## src/rtl/core/grt_pkg.sv

```systemverilog
// shared types and constants for the guarded region table
`timescale 1ns / 1ps
package grt_pkg;

	localparam int FIELD_W        = 48;
	localparam int OWNER_W        = 48;
	localparam int SIZE_W         = 32;
	localparam int DEF_ENTRIES    = 64;
	localparam int DEF_WORD_BYTES = 8;
	localparam int DEF_ADDR_BITS  = 48;

	localparam logic [2:0] OP_GUARD   = 3'd0;
	localparam logic [2:0] OP_RELEASE = 3'd1;
	localparam logic [2:0] OP_QUERY   = 3'd2;
	localparam logic [2:0] OP_ADD     = 3'd3;
	localparam logic [2:0] OP_REMOVE  = 3'd4;
	localparam logic [2:0] OP_VERIFY  = 3'd5;

	localparam logic [2:0] ST_OK        = 3'd0;
	localparam logic [2:0] ST_FULL      = 3'd1;
	localparam logic [2:0] ST_OVERLAP   = 3'd2;
	localparam logic [2:0] ST_NOT_FOUND = 3'd3;
	localparam logic [2:0] ST_NOT_BASE  = 3'd4;
	localparam logic [2:0] ST_OWNER     = 3'd5;
	localparam logic [2:0] ST_BOUNDS    = 3'd6;

	typedef enum logic [1:0] {
		SEL_HOLD,
		SEL_NEXT,
		SEL_PREV,
		SEL_NEW
	} cell_sel_t;

	typedef enum logic [1:0] {
		S_IDLE,
		S_SCAN,
		S_UPDATE,
		S_FINISH
	} grt_state_t;

	typedef struct packed {
		logic ovl;
		logic hit;
		logic r_found;
		logic r_base_eq;
		logic s_found;
		logic s_owner_ok;
		logic s_bound_ok;
	} scan_flags_t;

endpackage

```

## src/rtl/core/grt_cell.sv

```systemverilog
// one table cell holding an entry, shifting to or from its neighbors
`timescale 1ns / 1ps
module grt_cell import grt_pkg::*; #(
	parameter int W = 8
) (
	input  logic         clk,
	input  cell_sel_t    sel,
	input  logic [W-1:0] next_d,
	input  logic [W-1:0] prev_d,
	input  logic [W-1:0] new_d,
	output logic [W-1:0] q
);

	logic [W-1:0] d_q;

	always_ff @(posedge clk) begin
		unique case (sel)
			SEL_HOLD: d_q <= d_q;
			SEL_NEXT: d_q <= next_d;
			SEL_PREV: d_q <= prev_d;
			SEL_NEW:  d_q <= new_d;
			default:  d_q <= d_q;
		endcase
	end

	assign q = d_q;

endmodule

```

## config.mk

```make
export PLATFORM = sky130hd
export DESIGN_NAME = grt_cell
export DESIGN_NICKNAME = d
export VERILOG_FILES = /design/src/rtl/core/grt_pkg.sv /design/src/rtl/core/grt_cell.sv
export SDC_FILE = /design/constraint.sdc
export NUM_CORES = 1
export LEC_CHECK = 0
export ABC_AREA = 1
export ABC_CLOCK_PERIOD_IN_PS = 960
export BUFFER_PORTS_ARGS = -buffer_cell sky130_fd_sc_hd__buf_2
export CAP_MARGIN = 20
export CORE_MARGIN = 3
export CORE_UTILIZATION = 33
export DETAILED_ROUTE_END_ITERATION = 8
export GPL_ROUTABILITY_DRIVEN = 0
export GPL_TIMING_DRIVEN = 0
export PLACE_DENSITY = 0.71
export SKIP_LAST_GASP = 1
export SLEW_MARGIN = 40
export SYNTH_ARGS = -nofsm -noshare
export SYNTH_HDL_FRONTEND = slang
export SYNTH_SLANG_ARGS = --single-unit
```

## constraint.sdc

```tcl
create_clock -name clk -period 0.96 [get_ports clk]
set_input_delay 0.192 -clock clk [delete_from_list [all_inputs] [get_ports clk]]
set_output_delay 0.192 -clock clk [all_outputs]
set_load 0.05 [all_outputs]
```

Word-level counts from Yosys, hierarchy flattened
Index checks and enable logic that the tools add are counted.

Output and inout bits: 8. Logic and storage cells: 6. Bits in registers: 8.

Reduce and logical (&&, ||, !) cells: 1. Multiplexer cells: 1. Equal/unequal tests: 3.

Operators with widths (number): 8-bit case mux with 3 select lines (1); 2-bit == test (second input constant) (2); 2-bit by 1-bit == test with 1-bit output (second input constant) (1); 2-bit logical NOT (1).

Logic depth before layout (Yosys ltp)
Gate-level depths: netlist (run 1).

Word-level depth: 2. Gate-level depth with buffers: 4.

Least setup slack after synthesis (run 1)
Ideal clock, no wire load.

Path kind: input -> register. Start point: in sel[0]. End point: reg d_q[0], in the netlist q[0] (enable). Data required time: 0.631 ns. Arrival: 0.578 ns. Cell stages on the path: 3. Slack: 0.053 ns. Library setup time: 0.329 ns. Cell sequence: buf_6 > clkinv_4 > nand2_1.

Cells in the longest elaborated chain, start to end: 1.

RTL lines: from (decl) (line grt_cell.sv:7) `input cell_sel_t sel,`; 2-bit logical NOT (line grt_cell.sv:17) `unique case (sel)`; to (signal assigned) (line grt_cell.sv:18) `SEL_HOLD: d_q <= d_q;`; to (signal assigned) (line grt_cell.sv:19) `SEL_NEXT: d_q <= next_d;`; to (signal assigned) (line grt_cell.sv:20) `SEL_PREV: d_q <= prev_d;`; to (decl) (line grt_cell.sv:14) `logic [W-1:0] d_q;`.

Every way passes these cells. A chain may end at the register's enable or synchronous reset.

Final worst setup path (run 1)
Start point: reg d_q[6], in the netlist q[6]. End point: out q[6].

RTL lines: to (decl) (line grt_cell.sv:11) `output logic [W-1:0] q`.

No word-level cell between the ends.

==> impl_metrics.tcl, run 1 <==
set metrics [dict create \
    yosys.area.top_type "edfxtp_1" \
    async_flop_share_pct 0 \
    cts_tree "built" \
    route.detailed.drc 0 \
    p_leak_uw 0.000339 \
    violations "setup timing" \
    drt_first_iter_violations 7 \
    timing.final.max_slew_violations 0 \
    worstHoldPathCells 3 \
    largest_reg_flops 8 \
    cp.depth 1 \
    fin_area_um2 699 \
    htreeDepth 1 \
    pin_count 35 \
    path_buf_inv 1 \
    io_buffers 32 \
    end_kind "output pin" \
    power_uw 1070 \
    ys_seq_area_share_pct 53.5 \
    hold_path_class "input port to flip-flop" \
    finalCriticalPeriod_ns 0.998 \
    hpwl_um 872 \
    worst_pin_slew_ns 0.313 \
    avgSynthCellArea_um2 9.76 \
    syn_to_final_growth_pct 55.7 \
    vias_per_cell 4.93 \
    setup_viol 8 \
    yosysMostFrequentCell "nand3_1" \
    powerDensity_nw_per_um2 1530 \
    netlist_top_cells_count "24 x nand3_1, 9 x nand2_1, 8 x edfxtp_1, 2 x buf_6" \
    ys_warn_count 0 \
    cts_inserted_buffers 3 \
    postPlaceCellArea_um2 627 \
    syn_nets 73 \
    synth_top_area_share_pct 53.5 \
    crit_required_ns 0.77 \
    cp_max_fo 1 \
    fillerInstances 101 \
    grt_pass1_wl_um 1690 \
    status "finished with violations" \
    initial_core_util_pct 37.9 \
    grt-ovfl-total 0 \
    syn_area_um2 449 \
    fin_cells 95 \
    drive_gt1_share_pct 49.4 \
    grt_usage_pct 12.7 \
    crit_family "flip-flops" \
    relSlewSlack_pct 79.1 \
    post-route-period-util_pct 104 \
    dieArea_um2 1840 \
    ys_top_cells_by_area "edfxtp_1 53%, nand3_1 27%, nand2_1 7.5%" \
    worstPathCellList "buf_6" \
    worst_path_max_delay_cell "edfxtp_1" \
    cts_setup_buffers 0 \
    clk_pin_slew_ns 0.05 \
    antenna_left 0 \
    crit_type "flip-flop to output pin" \
    grt_max_degree 11 \
    finalWorstSetupSlack_ns -0.0380 \
    diodes 0 \
    layout.nets 110 \
    ys.flop_type "edfxtp_1" \
    ys_seq_elements 8 \
    clockRootBuffer "clkbuf_4" \
    grt_pass1_vias 419 \
    rsz0062_at_grt "true" \
    fin_util_pct 59.0 \
    synth_cell_types 7 \
    chipWidth_um 42.9 \
    whs_endpoint "q[3]$_DFFE_PP_" \
    irDropWorstVdd_mv 0.488 \
    drt_wl_total_um 1090 \
    worstHoldStart "next_d[3]" \
    die_y_um 42.9 \
    max_freq_ghz 1.00 \
    max_stage_delay_ns 0.39 \
    wire_per_inst_um 11.4 \
    final_hold_viol_count 0 \
    critical_path_arrival_ns 0.81 \
    drv_cap 0 \
    drt_pass1_iterations 4 \
    start_kind "flip-flop" \
    synthCells 46 \
    antenna_found_initial 0 \
    dpl.cell_count 92 \
    fin_setup_tns_ns -0.146 \
    rows 12 \
    clock-sinks 8 \
    clockBufferDepth 2 \
    synth-edff-count 8 \
    placeableCoreArea_um2 1190 \
    route.vias.total 468 \
]
==> logic make-up after synthesis <==
kind of cell | after synthesis | share of synthesized area (%)
buf+inv | 5 | 12.3
flops | 8 | 53.5
simple gates | 33 | 34.3
==> metrics by stage <==
stage          setup WS, ns  hold slack, ns
2_1_floorplan        0.0527           0.395
3_3_place_gp        -0.0249           0.491
3_5_place_dp        -0.0417           0.489
4_1_cts             -0.0590           0.231
5_1_grt             -0.0695           0.252
6_report            -0.0380           0.232
==> worst max path at each step <==
| stage | from | endpoint | slack [ns] |
|---|---|---|---|
| floorplan | sel[0] | q[0]$_DFFE_PP_ | 0.05 |
| CTS | q[6]$_DFFE_PP_ | q[6] | -0.06 |
| detailed placement | sel[0] | q[7]$_DFFE_PP_ | -0.04 |
| global route | q[6]$_DFFE_PP_ | q[6] | -0.07 |
| global placement | sel[0] | q[6]$_DFFE_PP_ | -0.02 |
| finish | q[6]$_DFFE_PP_ | q[6] | -0.04 |
==> report_power, final <==
group	switching (uW)	total (uW)	leakage [uW]	internal (uW)
Combinational	225	374	0.000242	149
Sequential	17.8	453	0.0000826	436
Clock	103	246	0.0000138	142
==> cell type report <==
type / instances / area, um2 / area share [%]
flip-flops and latches: 8 / 240 / 34.3
well taps: 14 / 17.5 / 2.50
plain buffers: 3 / 42.5 / 6.08
clock buffers: 3 / 22.5 / 3.22
repair buffers: 32 / 210 / 30.1
multi-input cells: 33 / 154 / 22.0
inverters: 2 / 12.5 / 1.79
==> per-layer routing <==
layer	vias up	GRT usage, %	wire length (um)
met5	-	0	0
met4	0	11.2	24
met3	2	1.69	77
met2	28	19.8	569
met1	202	14.8	414
li1	236	-	-
==> what timing repair did <==
action                                  4_1_cts  5_1_grt
gates resized for setup                      16        0
gates cloned                                  0        0
endpoints found under the setup margin        8        8
hold buffers                                  0        0
==> layout by cell type, fill, tap and decap left out, drive strengths merged <==
cell	netlist	routed
inv	1	1
buf	3	35
nand3	24	24
clkbuf	0	3
nand2	9	9
edfxtp	8	8
clkinv	1	1
No activity file was read; power rests on OpenSTA's default activity.
==> run 2, diff against run 1 <==
- ABC_AREA: 1 -> not set
- CORE_UTILIZATION: 33 -> 32
- SLEW_MARGIN: 40 -> not set
==> impl_metrics.tcl, run 2 <==
set metrics [dict create \
    syn_area_um2 423 \
    cts_inserted_buffers 3 \
    final_hold_viol_count 0 \
    synth_cell_types 7 \
    synthMuxAreaShare_pct 18.9 \
    power_uw 1050 \
    swShare_pct 31.0 \
    power_frac_comb_pct 34.2 \
    netlist_top_cells_count "8 x a21oi_1, 8 x edfxtp_1, 8 x mux2i_1, 8 x nor2_1, 2 x buf_4" \
    critical_path_arrival_ns 0.79 \
    clk_pin_slew_ns 0.05 \
    route.vias.total 389 \
    dieArea_um2 1790 \
    worst_path_max_delay_cell "edfxtp_1" \
    wire_per_inst_um 10.3 \
    max_stage_delay_ns 0.38 \
    cp_max_fo 1 \
    antenna_found_initial 0 \
    layout_commonest_cell "buf_2" \
    fin_setup_tns_ns -0.0995 \
    setup_viol 8 \
    grt_max_degree 11 \
    synth_simple_gate_area_share_pct 8.58 \
    vias_per_cell 4.58 \
    drive_gt1_share_pct 54.9 \
    syn_nets 63 \
    synth-xor-area-share_pct 0 \
    clock-sinks 8 \
    initial_core_util_pct 36.1 \
    grt_usage_pct 10.3 \
    ys_seq_area_share_pct 56.8 \
    avgSynthCellArea_um2 11.7 \
    finalCriticalPeriod_ns 0.981 \
    crit_required_ns 0.77 \
    worstPathCellList "buf_6" \
    grt_pass1_wl_um 1350 \
    worstHoldStart "next_d[4]" \
    placeableCoreArea_um2 1170 \
    route.detailed.drc 0 \
    p_clk_share_pct 22.7 \
    hold_path_class "input port to flip-flop" \
    synthAdderAreaFrac_pct 0 \
    yosys.area.top_type "edfxtp_1" \
    internal-power_uw 723 \
    pin_count 35 \
    htreeDepth 1 \
    violations "setup timing" \
    path_buf_inv 1 \
    crit_type "flip-flop to output pin" \
    cts_tree "built" \
    largest_reg_flops 8 \
    powerDensity_nw_per_um2 1560 \
    crit_path_start "q[2]$_DFFE_PP_" \
    clockBufferDepth 2 \
    fin_util_pct 57.5 \
    worst_pin_slew_ns 0.137 \
    crit_family "flip-flops" \
    syn_to_final_growth_pct 59.2 \
    die_y_um 42.4 \
    synthCells 36 \
    layout.nets 100 \
    drv_cap 0 \
    synth_top_area_share_pct 56.8 \
    finalWorstSetupSlack_ns -0.0208 \
    io_buffers 32 \
    ys.flop_type "edfxtp_1" \
    relSlewSlack_pct 90.6 \
    status "finished with violations" \
    irDropWorstVdd_mv 0.644 \
    ys_seq_elements 8 \
    p_sw_uw 325 \
    start_kind "flip-flop" \
    end_kind "output pin" \
    synth_compound_area_share_pct 9.47 \
    drt_pass1_iterations 4 \
    grt_pass1_vias 339 \
    async_flop_share_pct 0 \
    final_cell_mix "24 x buf_2, 9 x buf_6" \
    antenna_left 0 \
    pwr-share-seq_pct 43.0 \
    grt-ovfl-total 0 \
    clockRootBuffer "clkbuf_4" \
    max_freq_ghz 1.02 \
    ys_warn_count 0 \
    timing.final.max_slew_violations 0 \
    rows 12 \
    holdWs_ns 0.270 \
    ys_top_cells_by_area "edfxtp_1 57%, mux2i_1 19%, a21oi_1 9.5%" \
    chipWidth_um 42.4 \
    synth-edff-count 8 \
    drt_wl_total_um 876 \
    drt_first_iter_violations 7 \
    rsz0062_at_grt "true" \
    diodes 0 \
    synth_top_family_by_area "multiplexers" \
    post-route-period-util_pct 102 \
    p_leak_uw 0.000329 \
]
run 2: changes by cell type after synthesis, sizes merged:
| cell | before | now |
|---|---|---|
| inv | 1 | 0 |
| nand3 | 24 | 0 |
| nand2 | 9 | 0 |
| clkinv | 1 | 0 |
| a21oi | 0 | 8 |
| nor2 | 0 | 8 |
| mux2i | 0 | 8 |
| or2 | 0 | 1 |
run 2: repair_timing:
| action | CTS | global route |
|---|---|---|
| hold buffers | 0 | 0 |
| resized for setup | 16 | 0 |
| buffers inserted | 0 | 0 |
| endpoints found under the hold margin | 0 | 0 |
| endpoints found under the setup margin | 8 | 8 |
run 2: final timing paths:
path / slack (ns) / end / depth (start not counted)
worst max-delay path: -0.02 / q[2] / 1
worst min-delay path: 0.27 / q[4]$_DFFE_PP_ / 3
run 2: layout make-up:
class,count,area [um2]
Buffer,3,26.3
Sequential cell,8,240
Timing Repair Buffer,32,210
Fill cell,95,498
Tap cell,14,17.5
Clock buffer,3,22.5
Multi-Input combinational cell,25,156
run 2: stage by stage:
step                cells  instance area [um2]  setup WS, ns
detailed placement     82                  601       -0.0312
floorplan              36                  423      0.000460
finish                 85                  673       -0.0208
global route           85                  673       -0.0641
CTS                    85                  673       -0.0369
global placement       82                  601       -0.0304
run 2: cell families after synthesis:
family,Yosys count
multiplexers,8
AO/OA/AOI/OAI,8
flip-flops,8
buffers and inverters,3
AND/OR/NAND/NOR,9
run 2: power groups by stage:
stage / Sequential [uW] / Clock, uW / Combinational (uW)
final: 451 / 238 / 359
after CTS: 452 / 244 / 360
after floorplan: 597 / 0 / 70.7
after global routing: 457 / 267 / 376
after detailed placement: 448 / 0 / 313
after global placement: 447 / 0 / 311
run 2: per-layer routing:
layer / vias up / track usage [%] / wire, um
li1: 200 / - / -
met1: 153 / 12.9 / 352
met2: 34 / 14.6 / 379
met3: 2 / 3.43 / 129
met4: 0 / 7.45 / 15
met5: - / 0 / 0
