### src/rtl/core/grt_pkg.sv
// shared types and constants for the guarded region table
`timescale 1ns / 1ps
package grt_pkg;

	localparam int FIELD_W        = 48;
	localparam int OWNER_W        = 48;
	localparam int SIZE_W         = 32;
	localparam int DEF_ENTRIES    = 64;
	localparam int DEF_WORD_BYTES = 8;
	localparam int DEF_ADDR_BITS  = 48;

	localparam logic [2:0] OP_GUARD   = 3'd0;
	localparam logic [2:0] OP_RELEASE = 3'd1;
	localparam logic [2:0] OP_QUERY   = 3'd2;
	localparam logic [2:0] OP_ADD     = 3'd3;
	localparam logic [2:0] OP_REMOVE  = 3'd4;
	localparam logic [2:0] OP_VERIFY  = 3'd5;

	localparam logic [2:0] ST_OK        = 3'd0;
	localparam logic [2:0] ST_FULL      = 3'd1;
	localparam logic [2:0] ST_OVERLAP   = 3'd2;
	localparam logic [2:0] ST_NOT_FOUND = 3'd3;
	localparam logic [2:0] ST_NOT_BASE  = 3'd4;
	localparam logic [2:0] ST_OWNER     = 3'd5;
	localparam logic [2:0] ST_BOUNDS    = 3'd6;

	typedef enum logic [1:0] {
		SEL_HOLD,
		SEL_NEXT,
		SEL_PREV,
		SEL_NEW
	} cell_sel_t;

	typedef enum logic [1:0] {
		S_IDLE,
		S_SCAN,
		S_UPDATE,
		S_FINISH
	} grt_state_t;

	typedef struct packed {
		logic ovl;
		logic hit;
		logic r_found;
		logic r_base_eq;
		logic s_found;
		logic s_owner_ok;
		logic s_bound_ok;
	} scan_flags_t;

endpackage

### src/rtl/core/grt_scan.sv
// compare unit at the head of both chains, accumulating scan results
`timescale 1ns / 1ps
module grt_scan import grt_pkg::*; #(
	parameter int ENTRIES    = DEF_ENTRIES,
	parameter int WORD_BYTES = DEF_WORD_BYTES,
	parameter int AW         = DEF_ADDR_BITS
) (
	input  logic                               clk,
	input  logic                               arst_n,
	input  logic                               start,
	input  logic                               step,
	input  logic [$clog2(ENTRIES)-1:0]         idx,
	input  logic [$clog2(ENTRIES+1)-1:0]       rcnt,
	input  logic [$clog2(ENTRIES+1)-1:0]       scnt,
	input  logic [2:0]                         op,
	input  logic [AW-1:0]                      base,
	input  logic [SIZE_W-1:0]                  size,
	input  logic [OWNER_W-1:0]                 owner,
	input  logic [AW-1:0]                      acc,
	input  logic [AW-1:0]                      rh_base,
	input  logic [SIZE_W-1:0]                  rh_len,
	input  logic [AW-1:0]                      sh_base,
	input  logic [SIZE_W-1:0]                  sh_words,
	input  logic [OWNER_W-1:0]                 sh_owner,
	output scan_flags_t                        flags,
	output logic [$clog2(ENTRIES+1)-1:0]       ins_pos,
	output logic [$clog2(ENTRIES)-1:0]         r_idx,
	output logic [$clog2(ENTRIES)-1:0]         s_idx
);

	localparam int IW    = $clog2(ENTRIES);
	localparam int CNT_W = $clog2(ENTRIES+1);
	localparam int LEN_W = SIZE_W + $clog2(WORD_BYTES+1);
	localparam int CW    = (AW > LEN_W) ? AW : LEN_W;

	function automatic logic before_end(input logic [AW-1:0] x, input logic [AW-1:0] b,
			input logic [LEN_W-1:0] len);
		logic [AW-1:0] d;
		d = x - b;
		return (x < b) || (CW'(d) < CW'(len));
	endfunction

	function automatic logic span_has(input logic [AW-1:0] x, input logic [AW-1:0] b,
			input logic [LEN_W-1:0] len);
		logic [AW-1:0] d;
		d = x - b;
		return (x >= b) && (CW'(d) < CW'(len));
	endfunction

	scan_flags_t          flags_q;
	logic [CNT_W-1:0]     pos_q;
	logic [IW-1:0]        r_idx_q;
	logic [IW-1:0]        s_idx_q;
	logic                 rv;
	logic                 sv;
	logic [LEN_W-1:0]     new_len;
	logic [LEN_W-1:0]     r_len;
	logic [LEN_W-1:0]     s_bytes;
	logic                 r_ovl;
	logic                 s_ovl;
	logic                 r_has;
	logic                 s_has;
	logic [AW-1:0]        acc_off;

	always_comb begin
		rv      = CNT_W'(idx) < rcnt;
		sv      = CNT_W'(idx) < scnt;
		r_len   = LEN_W'(rh_len);
		s_bytes = LEN_W'(sh_words) * LEN_W'(WORD_BYTES);
		new_len = (op == OP_ADD) ? LEN_W'(size) * LEN_W'(WORD_BYTES) : LEN_W'(size);
		r_ovl   = rv && before_end(rh_base, base, new_len) && before_end(base, rh_base, r_len);
		s_ovl   = sv && before_end(sh_base, base, new_len) && before_end(base, sh_base, s_bytes);
		r_has   = rv && span_has(base, rh_base, r_len);
		s_has   = sv && span_has(base, sh_base, s_bytes);
		acc_off = acc - base;
	end

	always_ff @(posedge clk or negedge arst_n) begin
		if (!arst_n) begin
			flags_q <= '0;
			pos_q   <= '0;
			r_idx_q <= '0;
			s_idx_q <= '0;
		end else if (start) begin
			flags_q <= '0;
			pos_q   <= '0;
			r_idx_q <= '0;
			s_idx_q <= '0;
		end else if (step) begin
			if (r_ovl || s_ovl)
				flags_q.ovl <= 1'b1;
			if (r_has || s_has)
				flags_q.hit <= 1'b1;
			if (rv && (rh_base <= base))
				pos_q <= pos_q + 1'b1;
			if (!flags_q.r_found && r_has) begin
				flags_q.r_found   <= 1'b1;
				flags_q.r_base_eq <= (rh_base == base);
				r_idx_q           <= idx;
			end
			if (!flags_q.s_found && sv && (sh_base == base)) begin
				flags_q.s_found    <= 1'b1;
				flags_q.s_owner_ok <= (sh_owner == owner);
				flags_q.s_bound_ok <= (acc >= base) && (CW'(acc_off) < CW'(s_bytes));
				s_idx_q            <= idx;
			end
		end
	end

	assign flags   = flags_q;
	assign ins_pos = pos_q;
	assign r_idx   = r_idx_q;
	assign s_idx   = s_idx_q;

endmodule

### config.mk
export PLATFORM = sky130hd
export DESIGN_NAME = grt_scan
export DESIGN_NICKNAME = d
export VERILOG_FILES = /design/src/rtl/core/grt_pkg.sv /design/src/rtl/core/grt_scan.sv
export SDC_FILE = /design/constraint.sdc
export NUM_CORES = 1
export LEC_CHECK = 0
export ABC_AREA = 1
export BUFFER_PORTS_ARGS = -buffer_cell sky130_fd_sc_hd__buf_2
export CAP_MARGIN = 30
export CORE_ASPECT_RATIO = 0.7
export CORE_MARGIN = 2
export CORE_UTILIZATION = 65
export CTS_BUF_LIST = sky130_fd_sc_hd__clkbuf_4
export CTS_CLUSTER_DIAMETER = 100
export DETAILED_ROUTE_END_ITERATION = 8
export GPL_TIMING_DRIVEN = 0
export PLACE_DENSITY_LB_ADDON = 0.12
export REMOVE_ABC_BUFFERS = 1
export SLEW_MARGIN = 20
export SYNTH_ARGS = -nofsm -noshare
export SYNTH_HDL_FRONTEND = slang
export SYNTH_SLANG_ARGS = --single-unit
### constraint.sdc
create_clock -name clk -period 2.1 [get_ports clk]
set_input_delay 0.42 -clock clk [delete_from_list [all_inputs] [get_ports clk]]
set_output_delay 0.42 -clock clk [all_outputs]
set_load 0.1 [all_outputs]
==> results of run 1 <==
[Yosys cell counts (all sizes together) (7+ instances only)]
| master | number | area [um^2] |
|---|---|---|
| clkbuf | 40 | 194 |
| nor3 | 28 | 145 |
| nor4 | 16 | 106 |
| nand3 | 210 | 1060 |
| o21bai | 27 | 203 |
| ha | 412 | 5150 |
| o21a | 10 | 75.1 |
| buf | 24 | 120 |
| a21o | 14 | 105 |
| nand2 | 1635 | 6190 |
| xor2 | 122 | 1070 |
| xnor2 | 89 | 780 |
| nor2 | 378 | 1600 |
| dfrtp | 26 | 651 |
| nand4 | 61 | 388 |
| mux2i | 25 | 250 |
| o211ai | 14 | 105 |
| o21ai | 107 | 536 |
| a31oi | 27 | 169 |
| a21oi | 311 | 1560 |
| and3 | 7 | 43.8 |
| inv | 962 | 3610 |
[cell families after synthesis]
group,after synthesis
fa+ha+maj,415
simple gates,2355
buf+inv,1027
xor+xnor,211
flops,26
compound gates,537
mux,25
[per-stage QoR]
| stage | cells | hold slack, ns |
|---|---|---|
| after detailed placement | 5457 | 0.444 |
| after CTS | 5548 | 0.0741 |
| after floorplan | 4532 | 0.124 |
| after global placement | 5456 | 0.442 |
[routing by layer]
metal  GRT overflow  GRT usage (%)
met5              5           49.6
met4             66           64.7
met3             51           67.5
met2            108           89.7
met1             32           86.2
[timing repair]
item,CTS
hold buffers,0
gates resized for setup,507
endpoints found under the hold margin,0
setup endpoints to repair,26
pin swaps,92
buffers inserted,86
gates cloned,1
==> run metrics, run 1 <==
Starting Density 65.9%; post-DP HPWL 91800 um; Synth Area in Compound Gates 12.1%; CTS sink cnt 26; cell area after synthesis 24500 um^2; H-tree Lvls 1; Synth Flop Type dfrtp_1; Max Root-Sink Buffers 2; Chip Width 236 um; GPL Wtd Cong 1.17; total grt overflow 262; largest family of logic cells by synthesized area simple AND/OR/NAND/NOR gates; Total Routing Usage GR 79.3%; Adder-Cell Fraction of Synth Area 21.3%; Port Buffers 436; EDFF count, synth 0; Synth Instances 4596; sequential share of the synthesized area 2.65%; status did not finish; pin count of the biggest net entering global routing 27; Tool Error [ERROR GRT-0232] Routing congestion too high. Check the congestion heatmap in the GUI.; Stop stage global routing (5_1_grt); height of the die 167 um; IO Pins 437; Syn Area/Cell 5.34 um^2; CTS buffer count 3; Post-Synth Simple-Gate Area 39.4%; Seq cells post-synth 26; DP Area 27000 um^2; CTS root buffer clkbuf_4; Synth warnings 0; Synth Area in XOR/XNOR 7.53%; post-GRT worst EP flags[6]$_DFFE_PN0P_/D; ys async rst share 100%; Netlist cell types 56; worst-path endpoint category register data pin; dpl ws -3.31 ns; mux cell area share after synthesis 1.02%; row count 59
==> run 2: changes to the inputs <==
--- a/config.mk
+++ b/config.mk
@@ -8,14 +8,11 @@
 export ABC_AREA = 1
 export BUFFER_PORTS_ARGS = -buffer_cell sky130_fd_sc_hd__buf_2
 export CAP_MARGIN = 30
-export CORE_ASPECT_RATIO = 0.7
 export CORE_MARGIN = 2
-export CORE_UTILIZATION = 65
-export CTS_BUF_LIST = sky130_fd_sc_hd__clkbuf_4
-export CTS_CLUSTER_DIAMETER = 100
+export CORE_UTILIZATION = 40
 export DETAILED_ROUTE_END_ITERATION = 8
 export GPL_TIMING_DRIVEN = 0
-export PLACE_DENSITY_LB_ADDON = 0.12
+export PLACE_DENSITY_LB_ADDON = 0.15
 export REMOVE_ABC_BUFFERS = 1
 export SLEW_MARGIN = 20
 export SYNTH_ARGS = -nofsm -noshare
==> run metrics, run 2 <==
CP arrival 4.14 ns; Avg Vias per Cell 5.26; Synth Instances 4596 (unchanged); CTS sink cnt 26 (unchanged); combinational group share of total power 90.4%; Total Routing Usage GR 35.0%; Fmax achieved 251 MHz; post-route cell area 33100 um^2; top-count cell post-synth nand2_1 (unchanged); final setup vio count 26; Post-Route WL 117000 um; Pwr per Cell Area 354 nW/um^2; # DRC 0; Slew @ Worst Pin 0.875 ns; busiest grt layer met2; reg2reg end flags[0]; Top Family by Delay on Critical Path simple AND/OR/NAND/NOR gates; Seq pwr share 4.6%; Chip Width 252 um (was 236 um); height of the die 252 um (was 167 um); worst-skew pair later-pin latency 0.27 ns; sequential share of the synthesized area 2.65% (unchanged); CP most frequent cell nand2_1; crit path buf inv count 3; pin count of the biggest net entering global routing 27; Crit. End Element flop; GPL Wtd Cong 1.08 (was 1.17); most frequent cells in the layout nand2_1, inv_1, buf_2; Final Skew 0.00467 ns; global-route wire length before repair 169000 um; row count 90 (was 59); CTS buffer count 3 (unchanged); IO Pins 437 (unchanged); routed via count 31400; GR Util met3 2.94%; top cells by area, synth nand2_1, ha_1, inv_1, a21oi_1, nor2_1 (unchanged); fraction of layout cells with a size suffix above 1 25.6%; hold_buf cts 0 (unchanged); Max Root-Sink Buffers 2 (unchanged); Sw Share 58.3%; routed length per instance 19.6 um; max-slew violation count 0; fin util 54.7%; Reg2Reg Depth 9; Reg2Reg Launch Point flags[2]; internal cell power 4890 uW; CTS root buffer clkbuf_16 (was clkbuf_4); cell area after synthesis 24500 um^2 (unchanged); Netlist cell types 56 (unchanged); H-tree Lvls 1 (unchanged); CP peak stage delay 0.31 ns; worst vdd ir 0.298 mV; Max stage delay cell, worst path ha_4; met2 Resource Use GR 58.6%; Hold Violations, Final 0; EDFF count, synth 0 (unchanged); dpl ws -3.15 ns (was -3.31 ns); worst setup path category in -> reg; Synth area leader nand2_1 (unchanged); post-route setup TNS -33.36 ns; post-synth top area share 24.7% (unchanged); Core Area 60500 um^2; worst rel slew slack 40.9%; DP Area 27400 um^2 (was 27000 um^2); met1 Track Usage GR 44.5%; Seq cells post-synth 26 (unchanged); DRT Pass-1 Iters 8; NumNets Final 6005; LEAKAGE 0.0186 uW; switching power 6840 uW; vias in the first global route 29800; RSZ-0062 raised after global routing yes; Synth warnings 0 (unchanged); Starting Density 40.6% (was 65.9%); Syn Area/Cell 5.34 um^2 (unchanged); TritonCTS clock tree built; WP data required 2.25 ns; area delta synth->final 34.9%; post-DP HPWL 101000 um (was 91800 um); full die area 63300 um^2; R2R setup slack 0.34 ns; Clk pwr share 5.0%; Setup crit start kind input port; initial antenna violation count 6; Worst-path clk slew 0.07 ns; most frequent cells after synthesis nand2_1, inv_1, ha_1 (unchanged); final worst path period need 3.98 ns; Max FO, Critical Path 6; total grt overflow 0; Max-Cap Viols 0; status finished with violations (was did not finish); 1st-iter DRT viols 2473; ys async rst share 100% (unchanged); Port Buffers 436 (unchanged); most common cell after layout, fill and taps aside nand2_1; failing checks negative setup slack; fin crit share 190%; Setup crit start base[2]; Worst Hold Class in -> async; Filler cells 6308; Synth Flop Type dfrtp_1 (unchanged); post-route ant nets 0; post-route setup slack -1.88 ns
run 2: cell counts after synthesis:
Identical to the previous run, type by type.
run 2: power by group through the flow:
stage          combinational (uW)  clock, uW  sequential (uW)
2_1_floorplan                5500          0              679
3_3_place_gp                 8370          0              547
3_5_place_dp                 8430          0              547
4_1_cts                      9690        583              537
5_1_grt                     11500        610              541
6_report                    10600        584              538
run 2: layout make-up:
type	instances	area (um^2)	area share, %
Clock inverter	1	30.0	0.0908
Sequential cell	26	651	1.97
Multi-Input combinational cell	3544	23300	70.4
Timing Repair Buffer	641	4300	13.0
Antenna cell	5	12.5	0.0378
Tap cell	782	978	2.96
Clock buffer	3	75.1	0.227
Inverter	963	3740	11.3
run 2: worst max-delay path by stage:
stage,slack (ns),cells past startpoint,end
6_report,-1.88,27,r_idx[0]
3_3_place_gp,-3.15,25,r_idx[2]
5_1_grt,-2.09,28,r_idx[0]
4_1_cts,-1.84,25,flags[6]
3_5_place_dp,-3.15,25,r_idx[0]
2_1_floorplan,-1.54,24,r_idx[0]
run 2: kinds of logic (layout without fill, tap and decap cells):
logic type / count (synthesis) / after routing / synth area share [%]
buf+inv: 1027 / 1608 / 16.0
simple gates: 2355 / 2356 / 39.4
mux: 25 / 25 / 1.02
flops: 26 / 26 / 2.65
fa+ha+maj: 415 / 415 / 21.3
xor+xnor: 211 / 211 / 7.53
compound gates: 537 / 537 / 12.1
other cells: 0 / 5 / 0
run 2: repair_timing:
action,in CTS,in global routing
cloned,1,0
buffers inserted,130,82
pin swaps,105,165
resized for setup,583,316
setup endpoints to repair,26,26
run 2: through the flow:
| stage | hold slack, ns | instances | total power [uW] |
|---|---|---|---|
| 2_1_floorplan | 0.124 | 4532 | 6180 |
| 3_5_place_dp | 0.460 | 5751 | 8980 |
| 4_1_cts | 0.185 | 5886 | 10800 |
| 5_1_grt | 0.204 | 5965 | 12700 |
| 6_report | 0.166 | 5965 | 11700 |
| 3_3_place_gp | 0.454 | 5750 | 8910 |
run 2: worst reg2reg max path, stage by stage, from the launching register on:
cell and delay, ns:
dfrtp_1 0.40, nor2_1 0.14, nand3_2 0.11, nor2_1 0.18
inv_1 0.14, nor2_1 0.13, nand3_1 0.09, nor3b_1 0.25
nand3_2 0.16, nand2_1 0.10
run 2: layer usage:
layer | part of all wire (%) | wire, um
met5 | 0 | 0
met2 | 45 | 53200
met4 | 6.4 | 7530
met1 | 41 | 48100
met3 | 7.0 | 8170
Note: power is estimated with default switching activity, not from simulation.
